## src/rtl/core/u8d_pkg.sv

```systemverilog
// ----------------------------------------------------------------------------
// u8d_pkg - UTF-8 stream decoder shared definitions
// Result kinds, byte-class masks and the run descriptor handed from the
// decoder to the result serialiser.
// ----------------------------------------------------------------------------
`default_nettype none

package u8d_pkg;

    localparam int unsigned CP_W    = 21;
    localparam int unsigned BYTE_W  = 8;
    localparam int unsigned KIND_W  = 2;
    localparam int unsigned RUN_MAX = 4;

    localparam logic [KIND_W-1:0] KIND_DECODED = 2'd0;
    localparam logic [KIND_W-1:0] KIND_REPLACE = 2'd1;
    localparam logic [KIND_W-1:0] KIND_RAW     = 2'd2;

    localparam logic [CP_W-1:0]   CP_REPLACEMENT = 21'h00FFFD;

    localparam logic [BYTE_W-1:0] MASK_CONT  = 8'hC0;
    localparam logic [BYTE_W-1:0] PAT_CONT   = 8'h80;
    localparam logic [BYTE_W-1:0] MASK_LEAD2 = 8'hE0;
    localparam logic [BYTE_W-1:0] PAT_LEAD2  = 8'hC0;
    localparam logic [BYTE_W-1:0] MASK_LEAD3 = 8'hF0;
    localparam logic [BYTE_W-1:0] PAT_LEAD3  = 8'hE0;
    localparam logic [BYTE_W-1:0] MASK_LEAD4 = 8'hF8;
    localparam logic [BYTE_W-1:0] PAT_LEAD4  = 8'hF0;

    localparam logic [2:0] LEN_NONE = 3'd0;
    localparam logic [2:0] LEN_2    = 3'd2;
    localparam logic [2:0] LEN_3    = 3'd3;
    localparam logic [2:0] LEN_4    = 3'd4;

    // results caused by one input beat, in delivery order
    typedef struct packed {
        logic [2:0]                     count;
        logic [RUN_MAX-1:0][CP_W-1:0]   cp;
        logic [RUN_MAX-1:0][KIND_W-1:0] kind;
    } t_run;

endpackage

`default_nettype wire

```

## src/rtl/core/u8d_if.sv

```systemverilog
// ----------------------------------------------------------------------------
// u8d_byte_if / u8d_cp_if - valid/ready channels of the UTF-8 decoder
// Byte input channel and code point result channel.
// ----------------------------------------------------------------------------
`default_nettype none

interface u8d_byte_if;
    logic       valid;
    logic       ready;
    logic [7:0] in_byte;

    modport source (output valid, output in_byte, input ready);
    modport sink   (input valid, input in_byte, output ready);
endinterface

interface u8d_cp_if;
    logic        valid;
    logic        ready;
    logic [20:0] code_point;
    logic [1:0]  result_kind;
    logic        last_of_run;

    modport source (output valid, output code_point, output result_kind,
                    output last_of_run, input ready);
    modport sink   (input valid, input code_point, input result_kind,
                    input last_of_run, output ready);
endinterface

`default_nettype wire

```

## src/rtl/core/u8d_decode.sv

```systemverilog
// ----------------------------------------------------------------------------
// u8d_decode - sequence tracking and run building
// Holds the open-sequence state and turns each accepted byte into a run of
// zero to four results.
// ----------------------------------------------------------------------------
`default_nettype none

module u8d_decode
    import u8d_pkg::*;
(
    input  wire logic              i_clk,
    input  wire logic              i_rst_n,
    input  wire logic              i_take,
    input  wire logic [BYTE_W-1:0] i_data,
    output t_run                   o_run
);

    logic [2:0]        r_el,   n_el;
    logic [1:0]        r_rc,   n_rc;
    logic [CP_W-1:0]   r_pv,   n_pv;
    logic [BYTE_W-1:0] r_held [2];
    logic              w_hold_we;
    logic              w_fresh;
    logic              w_cont;
    logic [CP_W-1:0]   w_shift;

    assign w_cont  = (i_data & MASK_CONT) == PAT_CONT;
    assign w_shift = {r_pv[CP_W-7:0], i_data[5:0]};

    always_comb begin
        n_el      = r_el;
        n_rc      = r_rc;
        n_pv      = r_pv;
        w_hold_we = 1'b0;
        w_fresh   = 1'b0;
        o_run     = '0;
        if (r_el != LEN_NONE) begin
            if (w_cont) begin
                if (({1'b0, r_rc} + 3'd2 >= r_el) || (r_rc >= 2'd2)) begin
                    o_run.count   = 3'd1;
                    o_run.cp[0]   = w_shift;
                    o_run.kind[0] = KIND_DECODED;
                    n_el = LEN_NONE;
                    n_rc = '0;
                    n_pv = '0;
                end else begin
                    n_pv      = w_shift;
                    n_rc      = r_rc + 2'd1;
                    w_hold_we = 1'b1;
                end
            end else begin
                // broken sequence: replacement, then replay held bytes
                o_run.count   = 3'd1 + {1'b0, r_rc};
                o_run.cp[0]   = CP_REPLACEMENT;
                o_run.kind[0] = KIND_REPLACE;
                o_run.cp[1]   = {{(CP_W-BYTE_W){1'b0}}, r_held[0]};
                o_run.kind[1] = KIND_RAW;
                o_run.cp[2]   = {{(CP_W-BYTE_W){1'b0}}, r_held[1]};
                o_run.kind[2] = KIND_RAW;
                n_el    = LEN_NONE;
                n_rc    = '0;
                n_pv    = '0;
                w_fresh = 1'b1;
            end
        end else begin
            w_fresh = 1'b1;
        end

        if (w_fresh) begin
            if (!i_data[7]) begin
                o_run.cp[o_run.count[1:0]]   = {{(CP_W-BYTE_W){1'b0}}, i_data};
                o_run.kind[o_run.count[1:0]] = KIND_DECODED;
                o_run.count                  = o_run.count + 3'd1;
            end else if ((i_data & MASK_LEAD2) == PAT_LEAD2) begin
                n_el = LEN_2;
                n_rc = '0;
                n_pv = {{(CP_W-5){1'b0}}, i_data[4:0]};
            end else if ((i_data & MASK_LEAD3) == PAT_LEAD3) begin
                n_el = LEN_3;
                n_rc = '0;
                n_pv = {{(CP_W-4){1'b0}}, i_data[3:0]};
            end else if ((i_data & MASK_LEAD4) == PAT_LEAD4) begin
                n_el = LEN_4;
                n_rc = '0;
                n_pv = {{(CP_W-3){1'b0}}, i_data[2:0]};
            end else begin
                o_run.cp[o_run.count[1:0]]   = {{(CP_W-BYTE_W){1'b0}}, i_data};
                o_run.kind[o_run.count[1:0]] = KIND_RAW;
                o_run.count                  = o_run.count + 3'd1;
            end
        end
    end

    always_ff @(posedge i_clk) begin
        if (!i_rst_n) begin
            r_el <= LEN_NONE;
            r_rc <= '0;
            r_pv <= '0;
        end else if (i_take) begin
            r_el <= n_el;
            r_rc <= n_rc;
            r_pv <= n_pv;
        end
    end

    // held bytes: only entries written in the open sequence are read
    always_ff @(posedge i_clk) begin
        if (i_take && w_hold_we) begin
            r_held[r_rc[0]] <= i_data;
        end
    end

endmodule

`default_nettype wire

```

## src/rtl/core/u8d_serial.sv

```systemverilog
// ----------------------------------------------------------------------------
// u8d_serial - result register and run serialiser
// Holds one run and hands its results out one beat at a time.
// ----------------------------------------------------------------------------
`default_nettype none

module u8d_serial
    import u8d_pkg::*;
(
    input  wire logic  i_clk,
    input  wire logic  i_rst_n,
    input  wire logic  i_take,
    input  t_run       i_run,
    output logic       o_in_ready,
    u8d_cp_if.source   o_cp
);

    logic [2:0]                     r_cnt;
    logic [1:0]                     r_idx;
    logic [RUN_MAX-1:0][CP_W-1:0]   r_cp;
    logic [RUN_MAX-1:0][KIND_W-1:0] r_kind;
    logic                           w_out_beat;

    assign w_out_beat       = o_cp.valid && o_cp.ready;
    assign o_cp.valid       = r_cnt != 3'd0;
    assign o_cp.code_point  = r_cp[r_idx];
    assign o_cp.result_kind = r_kind[r_idx];
    assign o_cp.last_of_run = r_cnt == 3'd1;
    // free now, or the final result leaves this cycle
    assign o_in_ready       = (r_cnt == 3'd0) || ((r_cnt == 3'd1) && o_cp.ready);

    always_ff @(posedge i_clk) begin
        if (!i_rst_n) begin
            r_cnt <= '0;
            r_idx <= '0;
        end else if (i_take) begin
            r_cnt <= i_run.count;
            r_idx <= '0;
        end else if (w_out_beat) begin
            r_cnt <= r_cnt - 3'd1;
            r_idx <= r_idx + 2'd1;
        end
    end

    always_ff @(posedge i_clk) begin
        if (i_take) begin
            r_cp   <= i_run.cp;
            r_kind <= i_run.kind;
        end
    end

endmodule

`default_nettype wire

```

## src/rtl/core/utf8_stream_decoder_core.sv

```systemverilog
// ----------------------------------------------------------------------------
// utf8_stream_decoder_core - UTF-8 byte stream to code point decoder
// Usage:
//   i_byte takes one text byte per beat (valid/ready, accepted when both are
//   high). o_cp gives code points with a kind and a last-of-run flag.
//   Each byte causes a run of zero to four results: a lead byte or a held
//   continuation byte gives none, a finished sequence or a plain byte gives
//   one, and a broken sequence gives 0xFFFD, the held continuation bytes as
//   raw values, then the result of the offending byte itself.
//   The first result of a byte is registered and valid in the cycle after its beat.
//   Throughput: one byte per cycle while runs hold one result or none and
//   the receiver is ready; a longer run holds the input off while the single
//   output register drains its results one per beat.
//   The input is taken while the final result of the previous run leaves,
//   so a stream of single results flows without bubbles.
//   Reset (synchronous, active low) closes any open sequence and drops any
//   pending run. A stalled receiver holds the current result steady; input
//   is then held off once the run in the output register is not draining.
// ----------------------------------------------------------------------------
`default_nettype none

module utf8_stream_decoder_core
    import u8d_pkg::*;
(
    input  wire logic  i_clk,
    input  wire logic  i_rst_n,
    u8d_byte_if.sink   i_byte,
    u8d_cp_if.source   o_cp
);

    t_run w_run;
    logic w_ready;
    logic w_take;

    assign i_byte.ready = w_ready;
    assign w_take       = i_byte.valid && w_ready;

    // state update and run build, one byte per beat
    u8d_decode u_decode (
        .i_clk   (i_clk),
        .i_rst_n (i_rst_n),
        .i_take  (w_take),
        .i_data  (i_byte.in_byte),
        .o_run   (w_run)
    );

    // result register; results leave one per beat
    u8d_serial u_serial (
        .i_clk      (i_clk),
        .i_rst_n    (i_rst_n),
        .i_take     (w_take),
        .i_run      (w_run),
        .o_in_ready (w_ready),
        .o_cp       (o_cp)
    );

endmodule

`default_nettype wire

```

## src/flat_wrapper.sv

```systemverilog
// flat-port wrapper written by rule: the top's interface ports become plain ports
module utf8_stream_decoder_core_flat import u8d_pkg::*;
  (i_clk, i_rst_n, i_byte_valid, i_byte_in_byte, i_byte_ready, o_cp_valid, o_cp_code_point, o_cp_result_kind, o_cp_last_of_run, o_cp_ready);
  u8d_byte_if i_byte_i ();
  u8d_cp_if o_cp_i ();
  input  wire logic i_clk;
  input  wire logic i_rst_n;
  input wire logic [$bits(i_byte_i.valid)-1:0] i_byte_valid;
  input wire logic [$bits(i_byte_i.in_byte)-1:0] i_byte_in_byte;
  output wire logic [$bits(i_byte_i.ready)-1:0] i_byte_ready;
  output wire logic [$bits(o_cp_i.valid)-1:0] o_cp_valid;
  output wire logic [$bits(o_cp_i.code_point)-1:0] o_cp_code_point;
  output wire logic [$bits(o_cp_i.result_kind)-1:0] o_cp_result_kind;
  output wire logic [$bits(o_cp_i.last_of_run)-1:0] o_cp_last_of_run;
  input wire logic [$bits(o_cp_i.ready)-1:0] o_cp_ready;
  assign i_byte_i.valid = i_byte_valid;
  assign i_byte_i.in_byte = i_byte_in_byte;
  assign i_byte_ready = i_byte_i.ready;
  assign o_cp_valid = o_cp_i.valid;
  assign o_cp_code_point = o_cp_i.code_point;
  assign o_cp_result_kind = o_cp_i.result_kind;
  assign o_cp_last_of_run = o_cp_i.last_of_run;
  assign o_cp_i.ready = o_cp_ready;
  utf8_stream_decoder_core u_core (.i_clk(i_clk), .i_rst_n(i_rst_n), .i_byte(i_byte_i), .o_cp(o_cp_i));
endmodule
```

## config.mk

```make
export PLATFORM = sky130hd
export DESIGN_NAME = utf8_stream_decoder_core_flat
export DESIGN_NICKNAME = d
export VERILOG_FILES = /design/src/rtl/core/u8d_pkg.sv /design/src/rtl/core/u8d_if.sv /design/src/rtl/core/u8d_decode.sv /design/src/rtl/core/u8d_serial.sv /design/src/rtl/core/utf8_stream_decoder_core.sv /design/src/flat_wrapper.sv
export SDC_FILE = /design/constraint.sdc
export NUM_CORES = 1
export LEC_CHECK = 0
export BUFFER_PORTS_ARGS = -buffer_cell sky130_fd_sc_hd__buf_2
export CAP_MARGIN = 20
export CORE_MARGIN = 2
export CORE_UTILIZATION = 52
export CTS_BUF_LIST = sky130_fd_sc_hd__clkbuf_8
export CTS_CLUSTER_SIZE = 8
export DETAILED_ROUTE_END_ITERATION = 6
export GPL_TIMING_DRIVEN = 0
export PLACE_DENSITY = 0.7
export SYNTH_ARGS = -nofsm -noshare
export SYNTH_HDL_FRONTEND = slang
export SYNTH_HIERARCHICAL = 1
export SYNTH_SLANG_ARGS = --single-unit
```

## constraint.sdc

```tcl
create_clock -name i_clk -period 6.3 [get_ports i_clk]
set_input_delay 0 -clock i_clk [delete_from_list [all_inputs] [get_ports i_clk]]
set_output_delay 0 -clock i_clk [all_outputs]
set_load 0.02 [all_outputs]
```

== After elaboration in Yosys (flattened, before gate mapping) ==
Memories as Yosys holds them, arrays and structs flattened.
Cells that the tools add are included.
Cells by class
  reduce and logical (&&, ||, !) cells: 12
  equal/unequal tests: 5
  bitwise logic cells: 6
  add/subtract/negate cells: 6
  magnitude comparators: 5
  mux-type cells: 57
Operator list (count)
  $mux 95: 5
  $mux 21: 12
  $bwmux 84: 1
  $mux 63: 1
  $bmux 21 s2: 1
  $demux 21 s2: 1
  $mux 3: 12
  $mux 29: 1
  $mux 2: 10
  $mux 1: 9
  $and 6x8->8: 1
  $not 8->8: 1
  $lt 2x3->1 const B: 2
  $mux 6: 1
  $reduce_bool 3->1: 2
  $eq 5x5->1 const B: 1
  $logic_and 1x1->1: 5
  $add 2x1->2 const B: 2
  $and 3x4->4: 1
  $bmux 2 s2: 1
  $demux 2 s2: 1
  $eq 4x4->1 const B: 1
  $mux 4: 1
  $not 4->4: 1
  16 further kinds: 17
Storage, ports and cells
  input bits: 12
  register bits: 123
  memories kept: 1
  output and inout port bits: 26
  memory bits (writable): 16
Memories
  u_core.u_decode.r_held: words 2, width 8, read ports 2, clocked after Yosys merged registers in 0, write ports 1, RTL line u8d_decode.sv:21  | logic [BYTE_W-1:0] r_held [2];

== Depth between registers and ports, before layout ==
  word-level depth: 18
  depth in mapped cells: 12

== By module ==
The synthesis kept the hierarchy.
Modules (own cells, without submodules)
  u8d_serial: cells each 159, instances 1, area an instance 3622.2 um2, sequential area each 2862.7 um2
  u8d_decode: cells each 280, instances 1, area an instance 2532.4 um2, sequential area each 880.8 um2
  utf8_stream_decoder_core: cells each 1, instances 1, area an instance 6.3 um2, sequential area each 0.0 um2

== Worst setup path before layout ==
OpenSTA, ideal clock, no wires.
  kind: register to register
  start: register u_core.u_serial.r_cnt[0]
  end: memory u_core.u_decode.r_held[0][0], enable pin
  period minus slack after synthesis: 4.747 ns
  path buffers: 1
  stages on the path, launching flop included: 10
  slack: 1.553 ns
  arrival time: 4.364 ns
  path through: dfxtp_1 > inv_1 > ha_1 > and2b_1 > inv_2 > nand2_1 > and2_1 > clkbuf_1 > inv_1 > nor3_1
On the way
  word-level cells in the longest chain between the ends: 7
  elaborated cells between the ends (all ways): 8
  those cells by class: 1 x eq/ne; 2 x mux; 5 x reduce/logical
Ends and longest elaborated chain
  start, declared: RTL line u8d_serial.sv:18  | logic [2:0] r_cnt;
  start signal, assigned: RTL line u8d_serial.sv:37  | r_cnt <= i_run.count;
  start signal, assigned: RTL line u8d_serial.sv:40  | r_cnt <= r_cnt - 3'd1;
  $eq 3x1->1: RTL line u8d_serial.sv:30  | assign o_in_ready = (r_cnt == 3'd0) || ((r_cnt == 3'd1) && o_cp.ready);
  $logic_and 1x1->1: RTL line u8d_serial.sv:30
  $logic_or 1x1->1 (*): RTL line u8d_serial.sv:30
  named net i_byte_ready: RTL line flat_wrapper.sv:10  | output wire logic [$bits(i_byte_i.ready)-1:0] i_byte_ready;
  $logic_and 1x1->1 (*): RTL line utf8_stream_decoder_core.sv:36  | assign w_take = i_byte.valid && w_ready;
  named net u_core.w_take: RTL line utf8_stream_decoder_core.sv:33  | logic w_take;
  $logic_and 1x1->1 (*): RTL line u8d_decode.sv:108  | if (i_take && w_hold_we) begin
  $mux 1 (*): RTL line u8d_decode.sv:108
  $mux 1 (implied by the code) (*): RTL line u8d_decode.sv:109  | r_held[r_rc[0]] <= i_data;
  end, declared: RTL line u8d_decode.sv:21
Mark *: on every way through the listed nets, which the timed path passes. The rest lies on a longest branch.

== Worst setup path after layout ==
  start: register u_core.u_serial.r_cnt[0]
  end: memory u_core.u_decode.r_held[1][1], enable pin
On the way
  word-level cells in the longest chain between the ends: 7
  elaborated cells between the ends (all ways): 8
  those cells by class: 1 x eq/ne; 2 x mux; 5 x reduce/logical
Ends and longest elaborated chain (RTL line)
  $eq 3x1->1: u8d_serial.sv:30
  $logic_and 1x1->1: u8d_serial.sv:30
  $logic_or 1x1->1 (*): u8d_serial.sv:30
  $logic_and 1x1->1 (*): utf8_stream_decoder_core.sv:36
  named net u_core.w_take: utf8_stream_decoder_core.sv:33
  $logic_and 1x1->1 (*): u8d_decode.sv:108
  $mux 1 (*): u8d_decode.sv:108
  $mux 1 (implied by the code) (*): u8d_decode.sv:109
Marks and branches as above.

==> summary.txt <==
Yosys
  – Sequential area share after synthesis: 60.8%
  – Asr flop ratio synth: 0%
  – Number of synthesized flops with an enable pin: 108
  – Synth warn: 6
  – Top_reg_cell synth: edfxtp_1
  – Cell Area, Synth: 6160 um2
  – Synth cell types: between 50 and 60
  – Synthesized instance count: 440
  – #FFs+latches synth: 133
  – Syn Area/Cell: roughly 14 um2

Setup path
  – Reg2Reg Depth: 11
  – CP startpoint kind: flop
  – Worst endpoint required time: 6.44 ns
  – WS Path Type: reg2reg
  – CP arrival: 3.81 ns
  – Crit-path max FO: ~50
  – CP endpoint kind: flop

Pwr
  – Overall Power: about 2500 uW
  – Leak: 0.00288 uW
  – Pwr Density: 348 nW/um2
  – Clock group share of total power: between 20% and 30%
  – Internal: 1770 uW
  – Flop pwr share: about 48%
  – Max VDD drop: 0.457 mV
  – Psw: roughly 740 uW
  – Switching Fraction: between 20% and 30%
  – Logic pwr share: 24.2%

Cells and area
  – Area delta synth->final: 17.0%
  – Register area: 3740 um2
  – Final net count: 576
  – Finished Core Util: 62.9%
  – Multi-input gate area: 2070 um2
  – Fin area: around 7200 um2
  – Commonest non-fill, non-tap cell in the layout: edfxtp_1
  – Fraction of layout cells with a size suffix above 1: 29.0%
  – Fillers: 868
  – Ant diodes: 0
  – Most frequent cells in the layout: edfxtp_1, buf_4, buf_2

Routing
  – # DRC: 0
  – Routed Antenna Nets: 0
  – DRT Pass-1 Iters: 4
  – Routed WL per cell: 16.7 um
  – WL final: 11800 um
  – Vias/cell: 5.34
  – DR iter-0 viols: between 300 and 400
  – Detailed-route via count: 3768

Timing
  – Final setup violation count: 0
  – Fin crit share: 58.1%
  – Pins over their slew limit: 0
  – RSZ-0062 raised after global routing: no
  – Clock skew: 0.00795 ns
  – Final-report hold violation count: 0
  – Peak Freq: 0.273 GHz
  – Slew Limit Headroom: 50.4%
  – Slew of the pin with the lowest slew margin: 0.738 ns
  – Setup tns final: 0 ns
  – Hold_ws: 0.236 ns
  – Minimum clock period: 3.66 ns

Run status
  – Status: completed

CTS
  – Post-cts sizing count: 0
  – Num CTS Buffers: 17
  – CTS Buffer Depth: 2
  – CTS root buf: clkbuf_8
  – CTS tree: built
  – Max H-tree Level: 4
  – Worst skew pair latency: ~0.43 ns
  – Clk slew on worst S/H paths: 0.07 ns
  – Num Clock Sinks: 133

Floorplanning
  – Die area: 12700 um2
  – Die X-Extent: ~110 um
  – Core area: 11500 um2
  – Initial Util: between 50% and 60%
  – IO Count: 38
  – # rows: 39
  – Die H: roughly 110 um

Place
  – DP Wirelength: 8050 um
  – Buffers added on ports: 37
  – RePlAce Congestion: 0.878
  – Area post-placement: about 6700 um2

Global route
  – GRT Residual Overflow: 0
  – Initial antenna violation count: 0
  – Total track usage: 19.9%
  – First-pass GRT wire length: about 19000 um
  – Vias in the first global route: between 3000 and 4000
  – Largest net degree at the start of global routing: 50

Flow run
  – MaxCap Viol Count: 0

Min path
  – Worst hold path class: in2reg
  – Worst hold stages: 2
## power by group through the flow
stage | combinational [uW] | clock [uW] | sequential [uW]
6_report | 607 | 696 | 1210
5_1_grt | 661 | 752 | 1230
4_1_cts | 614 | 716 | 1210
3_5_place_dp | 607 | 0 | 1230
3_3_place_gp | 578 | 0 | 1240
2_1_floorplan | 440 | 0 | 1230
## routing by layer
layer	GRT usage (%)	vias to the layer above	share of wire, %
met5	0	-	0
met4	7.40	0	1.1
met3	4.71	10	4.7
met2	31.3	100	49
met1	27.2	1830	45
li1	-	1828	-
## cells in the mapped netlist (2+ instances only)
cell,count,area share [%]
edfxtp_1,108,53
buf_4,46,5.6
dfxtp_1,25,8.1
a22o_1,22,3.1
mux4_2,21,7.7
nand2_1,20,1.2
a21oi_1,17,1.4
ha_1,14,2.8
o21ai_0,14,1.1
and2_1,12,1.2
and3_1,12,1.2
inv_1,11,0.67
nand3_1,11,0.89
buf_2,10,0.81
nor2_1,10,0.61
a21o_1,9,1.1
clkbuf_1,8,0.49
o21a_1,7,0.85
nor3_1,6,0.49
a221oi_1,5,0.71
a31oi_1,4,0.41
o31ai_1,4,0.49
inv_2,3,0.18
nand2b_1,3,0.30
o2bb2ai_1,3,0.43
a211o_1,2,0.28
a211oi_1,2,0.24
and2b_1,2,0.24
buf_6,2,0.37
mux4_1,2,0.85
nor2b_1,2,0.20
or3_1,2,0.20
## critical path: stages, from the launching register on
cell	delay, ns
dfxtp_1	0.34
inv_1	0.10
ha_1	0.18
and2b_1	0.22
inv_2	0.09
nand2_1	0.08
and2_4	0.54
buf_12	0.34
clkbuf_1	0.39
inv_1	0.14
nor3_1	0.64
buf_4	0.27
## sequential cells by signal, indices dropped and copies added (netlist names)
name,count
u_core/u_serial/r_kind,8
u_core/u_decode/r_pv,15
u_core/u_serial/r_idx,2
u_core/u_serial/r_cp,84
u_core/u_serial/r_cnt,3
u_core/u_decode/r_rc,2
u_core/u_decode/r_el,3
u_core/u_decode/r_held,16
## area by class of cell
class,instances,area share (%)
plain buffers,66,6.21
flip-flops and latches,133,51.9
inverters,14,0.729
repair buffers,50,4.44
clock buffers,19,3.63
clock inverters,13,1.82
well taps,143,2.48
multi-input cells,268,28.8
## metrics by stage
step	std cells	setup WS, ns
after global routing	706	2.34
after CTS	706	2.64
after detailed placement	664	2.67
after global placement	661	0.443
after floorplan	481	1.55
final	706	2.64
## path summary, 6_finish.rpt
kind                                        to                      from  slack [ns]
setup / recovery  u_core/u_decode/r_held[1][1]  u_core/u_serial/r_cnt[0]        2.64
hold / removal        u_core/u_serial/r_cp[83]              i_byte_valid        0.24
setup reg to reg  u_core/u_decode/r_held[1][1]  u_core/u_serial/r_cnt[0]        2.64
hold reg to reg       u_core/u_decode/r_pv[14]  u_core/u_decode/r_pv[14]        0.48
## kinds of logic (layout without fill, tap and decap cells)
kind of cell	Yosys count	after routing	synth area share, %
other	1	42	0.0609
AND/OR/NAND/NOR	88	88	7.72
flip-flops	133	133	60.8
buffers and inverters	80	162	8.12
multiplexers	25	25	8.87
AO/OA/AOI/OAI	99	99	11.6
adder cells (fa/ha/maj)	14	14	2.84
## repair_timing
action                    4_1_cts  5_1_grt
hold endpoints to repair       34        0
hold buffers                   10        0
buffers inserted                0        0
(Power assumes the default switching activity.)
